[src/sv/bppnf_pkg.sv]
package bppnf_pkg;

  localparam int CODE_BITS  = 64;
  localparam int MAX_DIGITS = 16;
  localparam int DIG_BITS   = 8;
  localparam int IDX_BITS   = $clog2(MAX_DIGITS);
  localparam int CNT_BITS   = $clog2(CODE_BITS);

  localparam logic [1:0] ST_OK    = 2'd0;
  localparam logic [1:0] ST_CFG   = 2'd1;
  localparam logic [1:0] ST_RANGE = 2'd2;

  typedef logic [CODE_BITS-1:0] code_t;
  typedef logic [DIG_BITS-1:0]  dig_t;

  // sieve over a fixed range, folds to a constant table
  function automatic logic prime_ok(input logic [DIG_BITS-1:0] v);
    logic [255:0] comp;
    comp    = '0;
    comp[0] = 1'b1;
    comp[1] = 1'b1;
    for (int a = 2; a < 16; a++) begin
      for (int b = 2; b < 128; b++) begin
        if (a * b < 256) comp[a*b] = 1'b1;
      end
    end
    return !comp[v];
  endfunction

endpackage

[src/sv/bppnf_div.sv]
// bit-serial restoring divide of a code by the prime, one quotient bit a cycle
module bppnf_div (
  input  logic                     clk,
  input  logic                     rst,
  input  logic                     go,
  input  bppnf_pkg::code_t         dividend,
  input  bppnf_pkg::dig_t          divisor,
  output logic                     fin,
  output bppnf_pkg::code_t         quot,
  output bppnf_pkg::dig_t          rem
);

  logic [bppnf_pkg::CNT_BITS-1:0] cnt;
  logic                           run;
  logic [bppnf_pkg::DIG_BITS:0]   trial;

  assign trial = {rem, quot[bppnf_pkg::CODE_BITS-1]};

  always_ff @(posedge clk) begin
    if (rst) begin
      run <= 1'b0;
      fin <= 1'b0;
      cnt <= '0;
    end else begin
      fin <= 1'b0;
      if (go) begin
        run  <= 1'b1;
        cnt  <= '0;
        quot <= dividend;
        rem  <= '0;
      end else if (run) begin
        if (trial >= {1'b0, divisor}) begin
          rem  <= bppnf_pkg::DIG_BITS'(trial - {1'b0, divisor});
          quot <= {quot[bppnf_pkg::CODE_BITS-2:0], 1'b1};
        end else begin
          rem  <= trial[bppnf_pkg::DIG_BITS-1:0];
          quot <= {quot[bppnf_pkg::CODE_BITS-2:0], 1'b0};
        end
        cnt <= cnt + 1'b1;
        if (cnt == bppnf_pkg::CNT_BITS'(bppnf_pkg::CODE_BITS - 1)) begin
          run <= 1'b0;
          fin <= 1'b1;
        end
      end
    end
  end

endmodule

[src/sv/bppnf_mulmod.sv]
// a*b mod p, double-and-add over the bits of b, msb first
module bppnf_mulmod (
  input  logic               clk,
  input  logic               rst,
  input  logic               go,
  input  bppnf_pkg::dig_t    a,
  input  bppnf_pkg::dig_t    b,
  input  bppnf_pkg::dig_t    p,
  output logic               fin,
  output bppnf_pkg::dig_t    acc
);

  localparam int BC = $clog2(bppnf_pkg::DIG_BITS);

  bppnf_pkg::dig_t              a_r, b_r;
  logic [BC-1:0]                cnt;
  logic                         run;
  logic [bppnf_pkg::DIG_BITS:0] dbl, dred, sum;
  bppnf_pkg::dig_t              dr;

  always_comb begin
    dbl  = {acc, 1'b0};
    dred = (dbl >= {1'b0, p}) ? dbl - {1'b0, p} : dbl;
    dr   = dred[bppnf_pkg::DIG_BITS-1:0];
    sum  = {1'b0, dr} + {1'b0, a_r};
    if (b_r[bppnf_pkg::DIG_BITS-1]) begin
      if (sum >= {1'b0, p}) sum = sum - {1'b0, p};
    end else begin
      sum = {1'b0, dr};
    end
  end

  always_ff @(posedge clk) begin
    if (rst) begin
      run <= 1'b0;
      fin <= 1'b0;
      cnt <= '0;
    end else begin
      fin <= 1'b0;
      if (go) begin
        run <= 1'b1;
        cnt <= '0;
        a_r <= a;
        b_r <= b;
        acc <= '0;
      end else if (run) begin
        acc <= sum[bppnf_pkg::DIG_BITS-1:0];
        b_r <= {b_r[bppnf_pkg::DIG_BITS-2:0], 1'b0};
        cnt <= cnt + 1'b1;
        if (cnt == BC'(bppnf_pkg::DIG_BITS - 1)) begin
          run <= 1'b0;
          fin <= 1'b1;
        end
      end
    end
  end

endmodule

[src/sv/base_p_projective_normal_form.sv]
// projective normal form of packed base-p codes. a beat is taken when start is
// high and busy is low; the result appears for exactly one cycle with done high
// and cannot be held off, so the receiver must take it then. for w digits and
// prime p, one item runs through w size multiplies, one range check, a serial
// divide plus handoff per digit, a linear search for the inverse of the lowest
// nonzero digit and, unless that inverse is one, a serial mod-p multiply plus
// accumulate per digit on re-encode, then the result beat. a code whose digits
// are all zero skips the search. bad prime or digit count is reported from idle.
// the user must write field_prime and digit_count through wr_en/wr_index/wr_data
// only while busy is low; the block itself does not enforce this.
module base_p_projective_normal_form (
  input  logic                   clk,
  input  logic                   rst,
  input  logic                   start,
  output logic                   busy,
  input  bppnf_pkg::code_t       code_in,
  input  logic                   last_in,
  output logic                   done,
  output bppnf_pkg::code_t       normal_code,
  output logic [1:0]             status,
  output logic                   last_out,
  input  logic                   wr_en,
  input  logic                   wr_index,
  input  logic [7:0]             wr_data
);

  localparam logic [2:0] S_IDLE  = 3'd0;
  localparam logic [2:0] S_SIZE  = 3'd1;
  localparam logic [2:0] S_RANGE = 3'd2;
  localparam logic [2:0] S_DIV   = 3'd3;
  localparam logic [2:0] S_INV   = 3'd4;
  localparam logic [2:0] S_ENC   = 3'd5;
  localparam logic [2:0] S_MUL   = 3'd6;

  localparam logic REG_PRIME = 1'b0;
  localparam logic REG_WIDTH = 1'b1;

  localparam int CB = bppnf_pkg::CODE_BITS;
  localparam int DB = bppnf_pkg::DIG_BITS;

  logic [2:0]        state;
  bppnf_pkg::dig_t   field_prime;
  logic [4:0]        digit_count;

  bppnf_pkg::code_t  code_r, size, rem_code, res, prod;
  logic              last_r;
  logic [4:0]        cnt;
  bppnf_pkg::dig_t   digs [bppnf_pkg::MAX_DIGITS];
  bppnf_pkg::dig_t   lead, acc, k, scale, lead_nx;
  logic              found;
  logic [CB+DB-1:0]  pw;
  logic [DB:0]       acc_sum;

  logic              div_go, div_fin;
  bppnf_pkg::code_t  div_q;
  bppnf_pkg::dig_t   div_r;
  logic              mm_go, mm_fin;
  bppnf_pkg::dig_t   mm_res;
  bppnf_pkg::code_t  res_v;

  bppnf_div u_div (
    .clk(clk), .rst(rst), .go(div_go), .dividend(rem_code), .divisor(field_prime),
    .fin(div_fin), .quot(div_q), .rem(div_r)
  );

  bppnf_mulmod u_mm (
    .clk(clk), .rst(rst), .go(mm_go), .a(digs[cnt[bppnf_pkg::IDX_BITS-1:0]]), .b(scale),
    .p(field_prime), .fin(mm_fin), .acc(mm_res)
  );

  assign busy    = (state != S_IDLE);
  // running power of the prime, overflow shows in the top byte
  assign pw      = (CB+DB)'(size) * (CB+DB)'(field_prime);
  assign lead_nx = found ? lead : div_r;
  assign acc_sum = {1'b0, acc} + {1'b0, lead};
  assign res_v   = prod + CB'(mm_res);

  // configuration registers
  always_ff @(posedge clk) begin
    if (rst) begin
      field_prime <= 8'd2;
      digit_count <= 5'd1;
    end else if (wr_en) begin
      case (wr_index)
        REG_PRIME: field_prime <= wr_data;
        REG_WIDTH: digit_count <= wr_data[4:0];
        default:   ;
      endcase
    end
  end

  // digit store, one digit written per divide
  always_ff @(posedge clk) begin
    if (state == S_DIV && div_fin) digs[cnt[bppnf_pkg::IDX_BITS-1:0]] <= div_r;
  end

  always_ff @(posedge clk) begin
    if (rst) begin
      state  <= S_IDLE;
      done   <= 1'b0;
      div_go <= 1'b0;
      mm_go  <= 1'b0;
      found  <= 1'b0;
      cnt    <= '0;
    end else begin
      done   <= 1'b0;
      div_go <= 1'b0;
      mm_go  <= 1'b0;
      case (state)
        S_IDLE: begin
          if (start) begin
            code_r <= code_in;
            last_r <= last_in;
            size   <= CB'(1);
            cnt    <= '0;
            found  <= 1'b0;
            if (!bppnf_pkg::prime_ok(field_prime) || digit_count == 5'd0 ||
                digit_count > 5'(bppnf_pkg::MAX_DIGITS)) begin
              normal_code <= '0;
              status      <= bppnf_pkg::ST_CFG;
              last_out    <= last_in;
              done        <= 1'b1;
            end else begin
              state <= S_SIZE;
            end
          end
        end
        S_SIZE: begin
          if (pw[CB+DB-1:CB] != '0) begin
            normal_code <= '0;
            status      <= bppnf_pkg::ST_CFG;
            last_out    <= last_r;
            done        <= 1'b1;
            state       <= S_IDLE;
          end else begin
            size <= pw[CB-1:0];
            if (cnt == digit_count - 5'd1) begin
              cnt   <= '0;
              state <= S_RANGE;
            end else begin
              cnt <= cnt + 5'd1;
            end
          end
        end
        S_RANGE: begin
          if (code_r >= size) begin
            normal_code <= '0;
            status      <= bppnf_pkg::ST_RANGE;
            last_out    <= last_r;
            done        <= 1'b1;
            state       <= S_IDLE;
          end else begin
            rem_code <= code_r;
            div_go   <= 1'b1;
            state    <= S_DIV;
          end
        end
        S_DIV: begin
          if (div_fin) begin
            rem_code <= div_q;
            if (!found && div_r != '0) begin
              lead  <= div_r;
              found <= 1'b1;
            end
            if (cnt == digit_count - 5'd1) begin
              if (found || div_r != '0) begin
                acc   <= lead_nx;
                k     <= DB'(1);
                state <= S_INV;
              end else begin
                // all digits zero
                normal_code <= '0;
                status      <= bppnf_pkg::ST_OK;
                last_out    <= last_r;
                done        <= 1'b1;
                state       <= S_IDLE;
              end
            end else begin
              cnt    <= cnt + 5'd1;
              div_go <= 1'b1;
            end
          end
        end
        S_INV: begin
          // walk k*lead mod p until it reaches one
          if (acc == DB'(1)) begin
            scale <= k;
            if (k == DB'(1)) begin
              normal_code <= code_r;
              status      <= bppnf_pkg::ST_OK;
              last_out    <= last_r;
              done        <= 1'b1;
              state       <= S_IDLE;
            end else begin
              res   <= '0;
              state <= S_ENC;
            end
          end else begin
            acc <= (acc_sum >= {1'b0, field_prime}) ?
                   DB'(acc_sum - {1'b0, field_prime}) : acc_sum[DB-1:0];
            k   <= k + DB'(1);
          end
        end
        S_ENC: begin
          prod  <= CB'(res * CB'(field_prime));
          mm_go <= 1'b1;
          state <= S_MUL;
        end
        S_MUL: begin
          if (mm_fin) begin
            if (cnt == 5'd0) begin
              normal_code <= res_v;
              status      <= bppnf_pkg::ST_OK;
              last_out    <= last_r;
              done        <= 1'b1;
              state       <= S_IDLE;
            end else begin
              res   <= res_v;
              cnt   <= cnt - 5'd1;
              state <= S_ENC;
            end
          end
        end
        default: state <= S_IDLE;
      endcase
    end
  end

  // a result beat carries one of the defined status codes
  a_status_known: assert property (@(posedge clk) disable iff (rst)
    done |-> (status == bppnf_pkg::ST_OK || status == bppnf_pkg::ST_CFG ||
              status == bppnf_pkg::ST_RANGE))
    else $error("result beat with unknown status");

  // any error beat carries a zero code
  a_err_zero: assert property (@(posedge clk) disable iff (rst)
    (done && status != bppnf_pkg::ST_OK) |-> normal_code == '0)
    else $error("error beat with nonzero code");

  // a result beat always leaves the block idle
  a_done_idle: assert property (@(posedge clk) disable iff (rst) done |-> !busy)
    else $error("result beat while still busy");

  // the two serial units are never kicked together
  a_one_unit: assert property (@(posedge clk) disable iff (rst) !(div_go && mm_go))
    else $error("divider and multiplier started together");

endmodule
[config.mk]
export PLATFORM = sky130hd
export DESIGN_NAME = base_p_projective_normal_form
export DESIGN_NICKNAME = d
export VERILOG_FILES = /design/src/sv/bppnf_pkg.sv /design/src/sv/bppnf_div.sv /design/src/sv/bppnf_mulmod.sv /design/src/sv/base_p_projective_normal_form.sv
export SDC_FILE = /design/constraint.sdc
export NUM_CORES = 2
export LEC_CHECK = 0
export ABC_CLOCK_PERIOD_IN_PS = 9700
export BUFFER_PORTS_ARGS = -buffer_cell sky130_fd_sc_hd__buf_2
export CAP_MARGIN = 20
export CORE_UTILIZATION = 59
export DETAILED_ROUTE_END_ITERATION = 12
export PLACE_DENSITY = 0.76
export SLEW_MARGIN = 25
export SYNTH_ARGS = -nofsm -noshare
export SYNTH_HDL_FRONTEND = slang
export SYNTH_SLANG_ARGS = --single-unit
export TNS_END_PERCENT = 20
[constraint.sdc]
create_clock -name clk -period 9.7 [get_ports clk]
set_clock_uncertainty 0.2 [all_clocks]
set_input_delay 1.94 -clock clk [delete_from_list [all_inputs] [get_ports clk]]
set_output_delay 1.94 -clock clk [all_outputs]
set_load 0.02 [all_outputs]
==> metrics.txt <==
layout cells sized above 1=8.34%; die span in y=322 um; # rows=117; switch share=42.4%; Internal=7980 uW; WP data required=9780 ps; Syn Std Cell Area=0.0605 mm^2; Cells after Synth=5,980; synth unique cells=94; Post-Route WL=161,000 um; cell count of the worst hold path=2; largest net degree at the start of global routing=78; postcts setup bufs=0; ranking of synthesized cells by area=edfxtp_1, fa_1, ha_1; Final Max Tran Viols=0; TritonCTS buffer count=78; drt pass-1 iters=7; TritonCTS Sinks=682; Die ar.=0.104 mm^2; Post-Syn Area per Cell=10.1 um^2; GR Util All Layers=31.9%; Max Cap Violations=0; # setup viols final=0; Sw Pwr=5870 uW; first-pass GRT wire length=256,000 um; Synth Flop Type=edfxtp_1; vias per cell=6.01; f_max=0.121 GHz; Net Count, Synth=7,082; Setup crit end=normal_code[41]; combinational power share=49.4%; Top-Level Pins=147; HP Class=reg -> reg; RSZ-0062 raised after global routing=false; TritonCTS clock tree=done; Nets=7,105; Initial Util=59.5%; crit path from=field_prime[3]; final hold violation count=0; reg2reg end=normal_code[41]; clk buf depth=3; DRC viols=0; Synth area leader=edfxtp_1; reg2reg start=field_prime[3]; status=complete, no violations; top cell type's share of synthesized area=31.9%; internal reg-to-reg setup slack=1400 ps; HPWL Detailed=119,000 um; Core ar.=0.102 mm^2; critical path launch point type=register; Fin Hold WS=281 ps; sequential share of power=28.5%; routed wire length per instance=21.7 um; CP Max Fanout=67; Post-CTS Hold Fix Bufs=0; Final ANT Viol Nets=0; Clk pwr share=22.1%; CTS H-tree depth=3; Leakage=0.0279 uW; crit path time final=8300 ps; critical path data arrival time=8370 ps; Register-to-Register Path Depth=20; Yosys warnings=0; FFs w/ async S/R, synth=0%; #FFs+latches synth=682; Seq/Total Area, Yosys=33.2%; commonest non-fill, non-tap cell in the layout=nand2_1; Overflow after GRT=0; IO Port Bufs=146; Post-synth EDFFs=644; Area Growth Syn to Fin=7.62%; VDD IR-drop max=180 uV; CP Capture Type=register; worst slew pin tran=1070 ps; vias in the first global route=45,717; pwr/cell area=212 mW/mm^2; most frequent cells in the layout=nand2_1, nor2_1, fa_1; Hold Path Origin=digit_count[4]; Rel. slew slack=28.4%; DRT iter0 DRCs=4,734; clock transition at the registers of the reported paths=60 ps; Die X=322 um; path type of the worst setup path=reg -> reg; post-cts sizing count=0; initial antenna violation count=0; vias=44,727; Clock Root Buffer=clkbuf_16; routability-driven placement congestion ratio=0.952; Final Cycle Share=85.5%; final setup TNS=0 ps; Clock Latency Late Sink=710 ps
-- cells in the mapped netlist (8+ instances only) --
master / instances
a211o_1: 8
edfxtp_1: 644
inv_1: 678
xor2_1: 100
a21o_1: 93
or3_1: 11
nor2b_1: 53
buf_2: 20
a211oi_1: 30
a21oi_1: 243
dfxtp_1: 38
nand2_1: 802
nand4_1: 70
nor3_1: 61
buf_1: 35
clkbuf_1: 192
o41ai_1: 10
a21boi_0: 11
xnor2_1: 134
nand3_1: 74
mux2i_1: 14
and3_1: 45
mux2_2: 78
o21bai_1: 31
nor2_1: 744
mux4_2: 40
o21ai_0: 196
ha_1: 297
a221oi_1: 9
fa_1: 727
and2_1: 238
o211ai_1: 16
o21a_1: 18
clkinv_1: 28
nor4_1: 20
a31oi_1: 12
nand2b_1: 28
-- metal layers --
layer	share of wire, %	vias to the layer above	global-route usage [%]
li1	-	19781	-
met1	40	22329	43.6
met2	46	2279	50.6
met3	9.8	338	6.37
met4	3.8	0	11.9
met5	0	-	0
-- state kept, by name, indices dropped and copies added (netlist names), 2 cells and up --
signal	cells
acc	8
cnt	5
code_r	64
digit_count	5
digs	128
field_prime	8
k	8
lead	8
normal_code	64
prod	64
rem_code	64
res	64
scale	8
size	64
state	3
status	2
u_div.cnt	6
u_div.quot	64
u_div.rem	8
u_mm.a_r	8
u_mm.acc	8
u_mm.b_r	8
u_mm.cnt	3
-- power groups by stage --
stage	combinational (uW)	sequential, uW	clock (uW)
finish	6850	3950	3050
global route	7580	3970	3180
CTS	6770	3940	3080
detailed placement	6680	3990	0
global placement	6570	3990	0
floorplan	4900	4010	0
-- logic make-up (layout without fill, tap and decap cells) --
family	Yosys count	count (layout)	share of synthesized area (%)
mux	132	132	3.17
compound gates	768	768	8.06
fa+ha+maj	1024	1024	30.2
flops	682	682	33.2
buf+inv	959	1047	6.01
simple gates	2181	2181	16.0
other cells	0	1	0
xor+xnor	234	234	3.39
-- worst min-delay path by stage --
stage | to | slack (ps)
2_1_floorplan | digit_count[4] | 250
3_3_place_gp | digit_count[4] | 260
3_5_place_dp | digit_count[4] | 270
4_1_cts | digit_count[4] | 280
5_1_grt | digit_count[4] | 320
6_report | digit_count[4] | 280
-- stage by stage --
step	cell area [um^2]	util (%)	cells	power (uW)	setup slack, ps
finish	65200	64.0	7437	13800	1400
global route	65200	64.0	7436	14700	1280
CTS	65100	64.0	7436	13800	1610
detailed placement	62500	61.4	7291	10700	1660
global placement	62500	61.4	7290	10600	1750
floorplan	60500	-	5980	8910	187
-- area by class of cell --
cell class,count,area (um^2)
flip-flops and latches,682,20100
repair buffers,193,1130
clock buffers,89,2010
well taps,1368,1710
diodes,1,2.50
clock inverters,56,626
fillers,7906,36600
multi-input cells,4339,36900
inverters,709,2660
-- critical path: stages, from the launching register on --
cell and delay [ps]:
dfxtp_2 320, inv_2 760, buf_4 510, nor2_1 130
fa_1 500, fa_1 590, fa_1 460, fa_1 470
ha_1 450, a21oi_1 140, o21ai_0 540, a21oi_1 140
o41ai_1 550, nor2_1 140, a311oi_1 450, o211ai_1 160
o2111ai_1 90, and4b_1 350, nand2_1 230, and3_4 220
buf_12 260
Note: power is estimated with default switching activity, not from simulation.
